## src/vlmr_pkg.sv

```systemverilog
package vlmr_pkg;

  // Ring geometry
  localparam int RING_BYTES  = 4096;
  localparam int AW          = 12;
  localparam int LW          = 13;
  localparam int MAX_PAYLOAD = 254;
  localparam int MIN_ACTIVE  = 16;
  localparam logic [7:0] WRAP_MARK = 8'hFF;

  // Iterative remainder: quotient of an address by active_length stays below 2**MOD_STEPS
  localparam int MOD_STEPS = 9;
  localparam int SHW       = 4;

  // Operation kinds
  localparam logic [2:0] KIND_ALLOC  = 3'd0;
  localparam logic [2:0] KIND_APPEND = 3'd1;
  localparam logic [2:0] KIND_POST   = 3'd2;
  localparam logic [2:0] KIND_OPEN   = 3'd3;
  localparam logic [2:0] KIND_READ   = 3'd4;
  localparam logic [2:0] KIND_FREE   = 3'd5;

  // Result status codes
  localparam logic [2:0] STS_OK       = 3'd0;
  localparam logic [2:0] STS_TOO_LONG = 3'd1;
  localparam logic [2:0] STS_OVERFLOW = 3'd2;
  localparam logic [2:0] STS_EMPTY    = 3'd3;
  localparam logic [2:0] STS_OUTSIDE  = 3'd4;

  // Ring read address selection
  localparam logic [1:0] RD_RO   = 2'd0;
  localparam logic [1:0] RD_ZERO = 2'd1;
  localparam logic [1:0] RD_REM  = 2'd2;

  // Commands from the controller to the datapath
  typedef struct packed {
    logic            load;
    logic            capture_b;
    logic            mod_load;
    logic            mod_step;
    logic [SHW-1:0]  mod_shift;
    logic            rd_en;
    logic [1:0]      rd_sel;
    logic            commit;
  } vlmr_cmd_t;

  // Status from the datapath to the controller
  typedef struct packed {
    logic [2:0] kind;
  } vlmr_stat_t;

endpackage

```

## src/vlmr_ctrl.sv

```systemverilog
module vlmr_ctrl (
  input  logic                clk,
  input  logic                rst_n,
  input  logic                in_tvalid,
  output logic                in_tready,
  output logic                out_tvalid,
  input  logic                out_tready,
  input  vlmr_pkg::vlmr_stat_t stat,
  output vlmr_pkg::vlmr_cmd_t  cmd
);
  import vlmr_pkg::*;

  localparam logic [2:0] S_IDLE = 3'd0;
  localparam logic [2:0] S_LOOK = 3'd1;
  localparam logic [2:0] S_MOD  = 3'd2;
  localparam logic [2:0] S_RDM  = 3'd3;
  localparam logic [2:0] S_FIN  = 3'd4;

  logic [2:0]     state_r, state_nxt;
  logic [SHW-1:0] cnt_r, cnt_nxt;
  logic           out_valid_r, out_valid_nxt;

  // Sequencing of one operation
  always_comb begin
    cmd       = '0;
    in_tready = 1'b0;
    state_nxt = state_r;
    cnt_nxt   = cnt_r;
    unique case (state_r)
      S_IDLE: begin
        in_tready  = 1'b1;
        cmd.rd_en  = 1'b1;
        cmd.rd_sel = RD_RO;
        if (in_tvalid) begin
          cmd.load  = 1'b1;
          state_nxt = S_LOOK;
        end
      end
      S_LOOK: begin
        cmd.capture_b = 1'b1;
        cmd.rd_en     = 1'b1;
        cmd.rd_sel    = RD_ZERO;
        if (stat.kind == KIND_READ || stat.kind == KIND_APPEND) begin
          cmd.mod_load = 1'b1;
          cnt_nxt      = SHW'(MOD_STEPS - 1);
          state_nxt    = S_MOD;
        end else begin
          state_nxt = S_FIN;
        end
      end
      S_MOD: begin
        cmd.mod_step  = 1'b1;
        cmd.mod_shift = cnt_r;
        if (cnt_r == '0) begin
          state_nxt = (stat.kind == KIND_READ) ? S_RDM : S_FIN;
        end else begin
          cnt_nxt = cnt_r - SHW'(1);
        end
      end
      S_RDM: begin
        cmd.rd_en  = 1'b1;
        cmd.rd_sel = RD_REM;
        state_nxt  = S_FIN;
      end
      S_FIN: begin
        if (!out_valid_r || out_tready) begin
          cmd.commit = 1'b1;
          state_nxt  = S_IDLE;
        end
      end
      default: begin
        state_nxt = S_IDLE;
      end
    endcase
  end

  // Result beat holds until taken
  always_comb begin
    if (cmd.commit) begin
      out_valid_nxt = 1'b1;
    end else if (out_tready) begin
      out_valid_nxt = 1'b0;
    end else begin
      out_valid_nxt = out_valid_r;
    end
  end

  always_ff @(posedge clk) begin
    if (!rst_n) begin
      state_r     <= S_IDLE;
      cnt_r       <= '0;
      out_valid_r <= 1'b0;
    end else begin
      state_r     <= state_nxt;
      cnt_r       <= cnt_nxt;
      out_valid_r <= out_valid_nxt;
    end
  end

  assign out_tvalid = out_valid_r;

  // A result only appears from the final step of an operation.
  a_rise_from_fin: assert property (@(posedge clk) disable iff (!rst_n)
    $rose(out_valid_r) |-> $past(state_r) == S_FIN)
    else $error("result raised outside final step");

  // Only append and read run the remainder unit.
  a_mod_kind: assert property (@(posedge clk) disable iff (!rst_n)
    state_r == S_MOD |-> (stat.kind == KIND_READ || stat.kind == KIND_APPEND))
    else $error("remainder unit used by wrong kind");

  // The remainder unit takes exactly its step count before leaving.
  a_mod_len: assert property (@(posedge clk) disable iff (!rst_n)
    $past(state_r) == S_LOOK && state_r == S_MOD |-> cnt_r == SHW'(MOD_STEPS - 1))
    else $error("remainder count not loaded");

endmodule

```

## config.mk

```make
export PLATFORM = sky130hd
export DESIGN_NAME = vlmr_ctrl
export DESIGN_NICKNAME = d
export VERILOG_FILES = /design/src/vlmr_pkg.sv /design/src/vlmr_ctrl.sv
export SDC_FILE = /design/constraint.sdc
export NUM_CORES = 1
export LEC_CHECK = 0
export ABC_AREA = 1
export ABC_CLOCK_PERIOD_IN_PS = 2650
export BUFFER_PORTS_ARGS = -buffer_cell sky130_fd_sc_hd__buf_2
export CAP_MARGIN = 30
export CORE_MARGIN = 8
export CORE_UTILIZATION = 30
export DETAILED_ROUTE_END_ITERATION = 8
export SYNTH_ARGS = -nofsm -noshare
export SYNTH_HDL_FRONTEND = slang
export SYNTH_SLANG_ARGS = --single-unit
```

## constraint.sdc

```tcl
create_clock -name clk -period 2.65 [get_ports clk]
set_input_delay 0.265 -clock clk [delete_from_list [all_inputs] [get_ports clk]]
set_output_delay 0.265 -clock clk [all_outputs]
set_load 0.005 [all_outputs]
```

# [Word level (Yosys, flattened, before mapping)]
# Cells that the tools add are included.
[op_classes] reduce_logical=9 n_mux=20 n_eq_ne=11 addsub=1
[op_table] op="$mux W3" n=5
[op_table] op="$pmux W3 S5" n=1
[op_table] op="$ne A2 B2 Y1 const B" n=5
[op_table] op="$pmux W3 S3" n=1
[op_table] op="$mux W1" n=8
[op_table] op="$mux W4" n=2
[op_table] op="$pmux W4 S2" n=1
[op_table] op="$eq A3 B1 Y1 const B" n=2
[op_table] op="$eq A3 B2 Y1 const B" n=2
[op_table] op="$eq A3 B3 Y1 const B" n=2
[op_table] op="$reduce_and A3 Y1" n=2
[op_table] op="$mux W5" n=1
[op_table] op="$logic_not A4 Y1" n=1
[op_table] op="$reduce_bool A2 Y1" n=2
[op_table] op="$sub A4 B1 Y4 const B" n=1
[op_table] op="$logic_not A3 Y1" n=1
[op_table] op="$logic_or A1 B1 Y1" n=2
[op_table] op="$mux W2" n=1
[op_table] op="$logic_not A1 Y1" n=1
[totals] ff_bits=8 word_cells=44

# [Depth between registers and ports, before layout]
# Gate-level depths: netlist (run 1).
[depth] ltp_word=5 ltp_mapped=8 mapped_depth_nobuf=8

# [Worst setup path before layout (run 1)]
# No wires, ideal clock.
[synth_timing] path_type="register to output" from="register state_r[2]" to="output port cmd[0] (netlist name)" arrival_ns=0.953 required_ns=2.385 path_slack_ns=1.432 stages_incl_launch_ff=4 path_buffers=1 cell_sequence="dfxtp_1 > inv_2 > nor4_1 > buf_4"
[synth_rtl] element="start: declaration" line_no="vlmr_ctrl.sv:19" source="logic [2:0] state_r, state_nxt;"
[synth_rtl] element="start signal: assignment" line_no="vlmr_ctrl.sv:94" source="state_r <= state_nxt;"
[synth_rtl] element="end: declaration" line_no="vlmr_ctrl.sv:9" source="output vlmr_pkg::vlmr_cmd_t cmd"

==> results of run 1 <==
-- final timing paths --
kind                                         startpoint               endpoint  slack (ns)  cells past startpoint
worst min register to register    cnt_r[2]$_SDFFE_PN0P_  cnt_r[2]$_SDFFE_PN0P_        0.50                      2
worst max register to register  state_r[1]$_SDFFE_PN0P_  cnt_r[1]$_SDFFE_PN0P_        1.37                      6
worst min-delay path                              rst_n  cnt_r[2]$_SDFFE_PN0P_        0.27                      3
worst max-delay path            state_r[1]$_SDFFE_PN0P_                 cmd[6]        1.08                      3
-- power by group --
group | internal [mW] | switching, mW | total [mW]
Sequential | 0.127 | 0.00905 | 0.136
Clock | 0.0521 | 0.0456 | 0.0977
Combinational | 0.0321 | 0.0465 | 0.0786
Total | 0.211 | 0.101 | 0.312
-- flip-flops by register name (all words and copies together), names as in the netlist --
signal,flops
cnt_r,4
state_r,3
out_tvalid,1
-- cell families after synthesis --
kind of cell	Yosys count	share of synthesized area (%)
AO/OA/AOI/OAI	10	9.87
XOR/XNOR	1	1.57
adder cells (fa/ha/maj)	2	4.48
buffers and inverters	15	10.8
flip-flops	8	28.7
AND/OR/NAND/NOR	48	44.6
-- through the flow --
step                      hold WS [ns]  std cells  cell area, um2
after global placement           0.482        128             682
after global routing             0.292        131             704
after floorplan                  0.391         84             558
final                            0.274        131             704
after CTS                        0.270        131             704
after detailed placement         0.482        128             682
-- cell usage in the layout (no fill, tap or decap) --
| cell | Yosys | layout |
|---|---|---|
| buf_2 | 0 | 20 |
| nor2_1 | 17 | 17 |
| inv_1 | 12 | 12 |
| nand2_1 | 12 | 12 |
| dfxtp_1 | 8 | 8 |
| a21oi_1 | 6 | 6 |
| nand3_1 | 6 | 6 |
| nand2_2 | 3 | 3 |
| clkbuf_4 | 0 | 3 |
| inv_2 | 2 | 2 |
| nand2_4 | 2 | 2 |
| nor2_4 | 2 | 2 |
| nor3_1 | 2 | 2 |
| o21ai_1 | 2 | 2 |
| ha_1 | 2 | 2 |
| nor4_1 | 1 | 1 |
| nor3_4 | 1 | 1 |
| nand3b_1 | 1 | 1 |
| o21a_1 | 1 | 1 |
| xor2_1 | 1 | 1 |
| nand4_1 | 1 | 1 |
| o21bai_1 | 1 | 1 |
-- layer usage --
layer / global-route usage, % / part of all wire, % / vias to the layer above / routed length (um)
met5: 0 / 0 / - / 0
met4: 4.10 / 0.52 / 0 / 7
met3: 4.34 / 6.6 / 2 / 90
met2: 13.9 / 46 / 16 / 630
met1: 10.5 / 46 / 249 / 627
li1: - / - / 313 / -
-- layout make-up --
cell class / instances / area [um2]
clock buffers: 3 / 22.5
fillers: 187 / 1040
multi-input cells: 61 / 338
repair buffers: 20 / 100
inverters: 14 / 52.6
well taps: 25 / 31.3
flip-flops and latches: 8 / 160
-- worst max-delay path, delay by kind of cell (launching register included) --
kind	cells	cell delay, ns
buffers and inverters	1	0.13
flip-flops	1	0.51
AND/OR/NAND/NOR	2	0.41
==> results.toml, run 1 <==
[yosys]
synth_most_common_cell = "nor2_1"
synthTopCellsByCount = "17 x nor2_1, 12 x inv_1, 12 x nand2_1"
yosysSeqAreaShare_pct = 28.7
synth_cells = 84
yosysTopAreaCell = "dfxtp_1"
ys_types = 21
yosys_warnings = 0
synthFlopType = "dfxtp_1"
synth_seq_cells = 8
synth_area_leaders = "dfxtp_1 29%, nor2_1 11%, inv_1 8.1%"
netlist_area_um2 = 558
netlist.area_leader.share_pct = 28.7
synth-edff-count = 0
avgSynthCellArea_um2 = 6.64
synthArstFlopShare_pct = 0
synth_fp_nets = 93

[timing]
skew_ns = 0.0122
rsz0062_at_grt = "false"
postLayoutSetupSlackWorst_ns = 1.08
finalSetupViolCount = 0
slew_headroom_pct = 78.0
fin_crit_ns = 1.57
tns_ns = 0
fmax_mhz = 635
fin_crit_sh_pct = 59.4
hold_viol_final = 0
worstMarginPinSlew_ns = 0.329
drv_slew = 0

[clocking]
clkTransAtPathRegs_ns = 0.06
post_cts_resize_count = 0
tritoncts = "done"
cts_buffer_depth = 2
holdBufCountCts = 0
clk_latency_ns = 0.26
clockRootBuffer = "clkbuf_4"
cts_setup_buffers = 0
cts.htree.levels = 1
numCtsBuffers = 3
cts_sinks = 8

[place]
place_congestion = 0.733
dp_slack_ns = 1.37
portBuffers = 20
hpwl_um = 1140

[final_layout]
area_delta_synth_final_pct = 26.2
diodes = 0
nets = 117
finish.utilization_pct = 40.4
drive_gt1_share_pct = 31.1

[route]
drt_iter0_drc = 7
drc_errors = 0
firstDrtPassIters = 4
viasPerCell = 4.43
routed_wl_um = 1360
wl_per_cell_um = 10.3
vias = 580
drtAntennaViolNets = 0

[die]
io_pins = 21
initial_core_util_pct = 32.0
die_width_um = 59.1
rows = 15
die_y_um = 59.1
core_area_mm2 = 0.00175
dieArea_mm2 = 0.00350

[worst_setup_path]
cp_slowest_cell = "dfxtp_1"
cp_cell_sequence = "nand3_1, nor2_1, buf_2"
crit_fanout = 7
slowest_delay_ns = 0.51
end_kind = "output port"
arrival_ns = 1.31
start_kind = "register"
required_ns = 2.38
path_class = "reg -> out"

[power_and_ir_drop]
ir_drop_mv = 0.196
leakagePower_nw = 0.379
power_density_mw_per_mm2 = 444
power_mw = 0.312

[grt]
grt_pass1_wl_um = 2420
antenna_found_initial = 0
grt_max_degree = 8
grt_pass1_vias = 576
gr-usage-all-layers_pct = 9.11
grt_overflow_total = 0

[outcome]
outcome = "finished clean"

[flow_run]
cap_violations = 0

[hold_path]
hp-class = "in -> reg"
Note: power is estimated with default switching activity, not from simulation.
==> inputs of run 2 (changes only) <==
Settings changed: ABC_CLOCK_PERIOD_IN_PS 2650 to 1650.
Clock period 2.65 ns to 1.65 ns, I/O delays scaled along.
==> run 2 against run 1 <==
  * Clock power up 56%
  * Sequential cell count unchanged
  * Cell area unchanged
  * Total power rose by 59%
  * Clock skew fell by 0.012 ns
  * Sequential power grew 61%
  * Non-clock buffer count unchanged
  * Global-route usage shrank 0.96 points
  * Wire length decreased by 1.5%
  * Critical path depth stayed put
  * Highest routed layer unchanged
==> results.toml, run 2 (synthesis gave the netlist of run 1 again) <==
[outcome]
outcome = "finished clean"

[hold_path]
hold_end = "cnt_r[2]$_SDFFE_PN0P_"
hold_depth = 3
min_from = "rst_n"
hp-class = "in -> reg"

[die]
die_y_um = 59.1
rows = 15
core_area_mm2 = 0.00175
die_width_um = 59.1
initial_core_util_pct = 32.0
io_pins = 21
dieArea_mm2 = 0.00350

[clocking]
cts.htree.levels = 1
clockRootBuffer = "clkbuf_4"
cts_buffer_depth = 2
clk_latency_ns = 0.25
cts_setup_buffers = 0
holdBufCountCts = 0
tritoncts = "done"
cts_sinks = 8
numCtsBuffers = 3
post_cts_resize_count = 0
clkTransAtPathRegs_ns = 0.06

[worst_setup_path]
r2r-end = "cnt_r[1]$_SDFFE_PN0P_"
worst-r2r-setup-slack_ns = 0.37
arrival_ns = 1.32
reg2reg_from = "state_r[1]$_SDFFE_PN0P_"
end_kind = "output port"
slowest_delay_ns = 0.45
required_ns = 1.48
path_class = "reg -> out"
crit_fanout = 5
worstRegToRegCells = 6
cp_slowest_cell = "dfxtp_1"
cp_cell_sequence = "inv_2, nor4_1, buf_2"
start_kind = "register"

[route]
viasPerCell = 4.49
drtAntennaViolNets = 0
drt_iter0_drc = 12
drc_errors = 0
wl_per_cell_um = 10.2
vias = 588
routed_wl_um = 1330
firstDrtPassIters = 4

[power_and_ir_drop]
leakagePower_nw = 0.379
power_mw = 0.497
power_density_mw_per_mm2 = 706
ir_drop_mv = 0.280

[grt]
grt-busiest-layer = "met2"
grt.met3_usage_pct = 3.69
grt_pass1_vias = 554
antenna_found_initial = 0
gr-usage-all-layers_pct = 8.15
grt_overflow_total = 0
grt_max_degree = 8
met2_usage_pct = 14.0
grt_use_met1_pct = 8.44
grt_pass1_wl_um = 2210

[flow_run]
cap_violations = 0

[timing]
holdWs_ns = 0.170
skew_ns = 0.000386
rsz0062_at_grt = "false"
slew_headroom_pct = 76.7
hold_viol_final = 0
fin_crit_sh_pct = 89.8
fin_crit_ns = 1.48
drv_slew = 0
worstMarginPinSlew_ns = 0.347
finalSetupViolCount = 0
fmax_mhz = 675
tns_ns = 0

[final_layout]
nets = 117
layout_common_cells = "20 x buf_2, 17 x nor2_1, 12 x inv_1, 12 x nand2_1, 8 x dfxtp_1"
stdcell_count = 131
final_common_cell = "buf_2"
finish.utilization_pct = 40.4
top_register = "cnt_r"
area_delta_synth_final_pct = 26.2
drive_gt1_share_pct = 31.1
diodes = 0
largest_register_ffs = 4

[place]
dp_cells = 128
hpwl_um = 1100
portBuffers = 20
place_congestion = 0.712
-- run 2: routing by layer --
| metal | part of all wire [%] | wire [um] |
|---|---|---|
| met1 | 47 | 623 |
| met2 | 46 | 610 |
| met4 | 0.45 | 6 |
| met3 | 7.0 | 94 |
| met5 | 0 | 0 |
-- run 2: worst max path at each step --
stage | from | endpoint | slack [ns] | depth (start not counted)
after detailed placement | state_r[1]$_SDFFE_PN0P_ | cnt_r[1]$_SDFFE_PN0P_ | 0.38 | 6
after global placement | state_r[1]$_SDFFE_PN0P_ | cnt_r[1]$_SDFFE_PN0P_ | 0.40 | 6
after global routing | state_r[1]$_SDFFE_PN0P_ | cmd[7] | 0.05 | 3
after floorplan | cnt_r[0]$_SDFFE_PN0P_ | state_r[2]$_SDFFE_PN0P_ | 0.50 | 8
after CTS | state_r[2]$_SDFFE_PN0P_ | cmd[0] | 0.16 | 3
final | state_r[2]$_SDFFE_PN0P_ | cmd[0] | 0.17 | 3
-- run 2: worst max-delay path: cells and delay by family (launching register included) --
kind	cells	cell delay, ns
buffers and inverters	2	0.28
DFF	1	0.45
and+or+nand+nor	1	0.33
-- run 2: through the flow --
stage	worst slack, ns	area, um2
final	0.169	704
after global routing	0.0515	704
after CTS	0.155	704
after detailed placement	0.383	682
after global placement	0.397	682
after floorplan	0.505	558
-- run 2: power by group --
| part | switching (mW) | internal (mW) | leakage [nW] |
|---|---|---|---|
| Sequential | 0.0143 | 0.204 | 0.0650 |
| Clock | 0.0687 | 0.0834 | 0.0138 |
| Combinational | 0.0750 | 0.0515 | 0.301 |
| Total | 0.158 | 0.339 | 0.379 |
-- run 2: cell type report --
cell class	count	area, um2
fillers	211	1040
multi-input cells	61	338
flip-flops and latches	8	160
repair buffers	20	100
inverters	14	52.6
well taps	25	31.3
clock buffers	3	22.5
==> inputs of run 3 (changes only) <==
Settings changed: CORE_AREA set to 8 8 45 47, CORE_MARGIN 8 to unset, CORE_UTILIZATION 30 to unset, DIE_AREA set to 0 0 53 55, PLACE_DENSITY set to 0.7.
==> run 3 against run 2 <==
  * Critical path depth unchanged
  * Global-route usage up 1.6 points
  * First-iteration DRC count down 58%
  * Sequential share of layout area up 0.37 points
  * Register-to-register slack about the same
  * Clock skew up 0.00085 ns
  * Final cell count down 6.9%
  * Total power down 0.46%
  * Die area down 17%
  * Critical endpoint unchanged
==> results.toml, run 3 (synthesis gave the netlist of run 1 again) <==
[timing]
hold_viol_final = 0
fin_crit_ns = 1.49
fmax_mhz = 670
worstMarginPinSlew_ns = 0.339
tns_ns = 0
drv_slew = 0
fin_crit_sh_pct = 90.4
slew_headroom_pct = 77.2
finalSetupViolCount = 0
skew_ns = 0.00123
rsz0062_at_grt = "false"

[final_layout]
nets = 117
final_common_cell = "buf_2"
multiInputGateArea_um2 = 338
diodes = 0
layout_common_cells = "20 x buf_2, 17 x nor2_1, 12 x inv_1, 12 x nand2_1, 8 x dfxtp_1"
drive_gt1_share_pct = 31.1
seqCellArea_um2 = 160
area_delta_synth_final_pct = 24.2
top_register = "cnt_r"
largest_register_ffs = 4
finish.utilization_pct = 50.1
fillers = 162

[die]
die_width_um = 53
io_pins = 21
die_y_um = 55
core_area_mm2 = 0.00138
initial_core_util_pct = 40.3
dieArea_mm2 = 0.00292
rows = 14

[clocking]
cts_setup_buffers = 0
cts.htree.levels = 1
holdBufCountCts = 0
numCtsBuffers = 3
clk_latency_ns = 0.25
tritoncts = "done"
post_cts_resize_count = 0
clkTransAtPathRegs_ns = 0.05
cts_sinks = 8
clockRootBuffer = "clkbuf_4"
cts_buffer_depth = 2

[grt]
antenna_found_initial = 0
grt_overflow_total = 0
grt_pass1_wl_um = 2170
grt_max_degree = 8
gr-usage-all-layers_pct = 9.75
grt_pass1_vias = 558

[power_and_ir_drop]
power_density_mw_per_mm2 = 714
leakagePower_nw = 0.379
ir_drop_mv = 0.346

[worst_setup_path]
cp_slowest_cell = "dfxtp_1"
arrival_ns = 1.33
end_kind = "output port"
required_ns = 1.48
crit_fanout = 5
start_kind = "register"
path_class = "reg -> out"
slowest_delay_ns = 0.46
cp_cell_sequence = "inv_2, nor4_1, buf_2"

[route]
vias = 569
viasPerCell = 4.66
drt_iter0_drc = 5
routed_wl_um = 1330
drtAntennaViolNets = 0
drc_errors = 0
wl_per_cell_um = 10.9
firstDrtPassIters = 4

[place]
hpwl_um = 1110
portBuffers = 20
place_congestion = 0.762

[hold_path]
hp-class = "in -> reg"

[outcome]
outcome = "finished clean"

[flow_run]
cap_violations = 0
-- run 3: final timing paths --
kind	from	endpoint	slack (ns)	depth (start not counted)
worst max-delay path	state_r[2]$_SDFFE_PN0P_	cmd[0]	0.16	3
worst max register to register	state_r[1]$_SDFFE_PN0P_	cnt_r[1]$_SDFFE_PN0P_	0.38	6
worst min-delay path	rst_n	cnt_r[2]$_SDFFE_PN0P_	0.18	3
worst min register to register	cnt_r[1]$_SDFFE_PN0P_	cnt_r[1]$_SDFFE_PN0P_	0.50	2
-- run 3: report_power, final --
part           internal [mW]  switching (mW)
clock network         0.0833          0.0665
logic                 0.0516          0.0746
registers              0.204          0.0146
-- run 3: per-layer routing --
| metal | track usage [%] | vias up | wire length [um] |
|---|---|---|---|
| met5 | 0 | - | 0 |
| met4 | 3.88 | 0 | 6 |
| met3 | 2.94 | 2 | 106 |
| met2 | 17.4 | 19 | 613 |
| met1 | 10.6 | 238 | 599 |
| li1 | - | 310 | - |
-- run 3: through the flow --
step / total power, mW / setup WS (ns) / std cells / instance area, um2 / hold slack [ns]
after floorplan: 0.308 / 0.505 / 84 / 558 / 0.291
after global placement: 0.349 / 0.376 / 119 / 671 / 0.432
after detailed placement: 0.351 / 0.391 / 119 / 671 / 0.440
after CTS: 0.503 / 0.147 / 122 / 693 / 0.177
after global routing: 0.536 / 0.0398 / 122 / 693 / 0.178
final: 0.495 / 0.159 / 122 / 693 / 0.182
-- run 3: cell type report --
type	count	area share, %
clock buffers	3	3.25
inverters	14	7.58
multi-input cells	61	48.7
flip-flops and latches	8	23.1
well taps	16	2.89
repair buffers	20	14.4
-- run 3: worst max-delay path, delay by kind of cell, from the launching register on --
kind	cells	cell delay (ns)
flip-flops	1	0.46
AND/OR/NAND/NOR	1	0.33
buffers and inverters	2	0.29
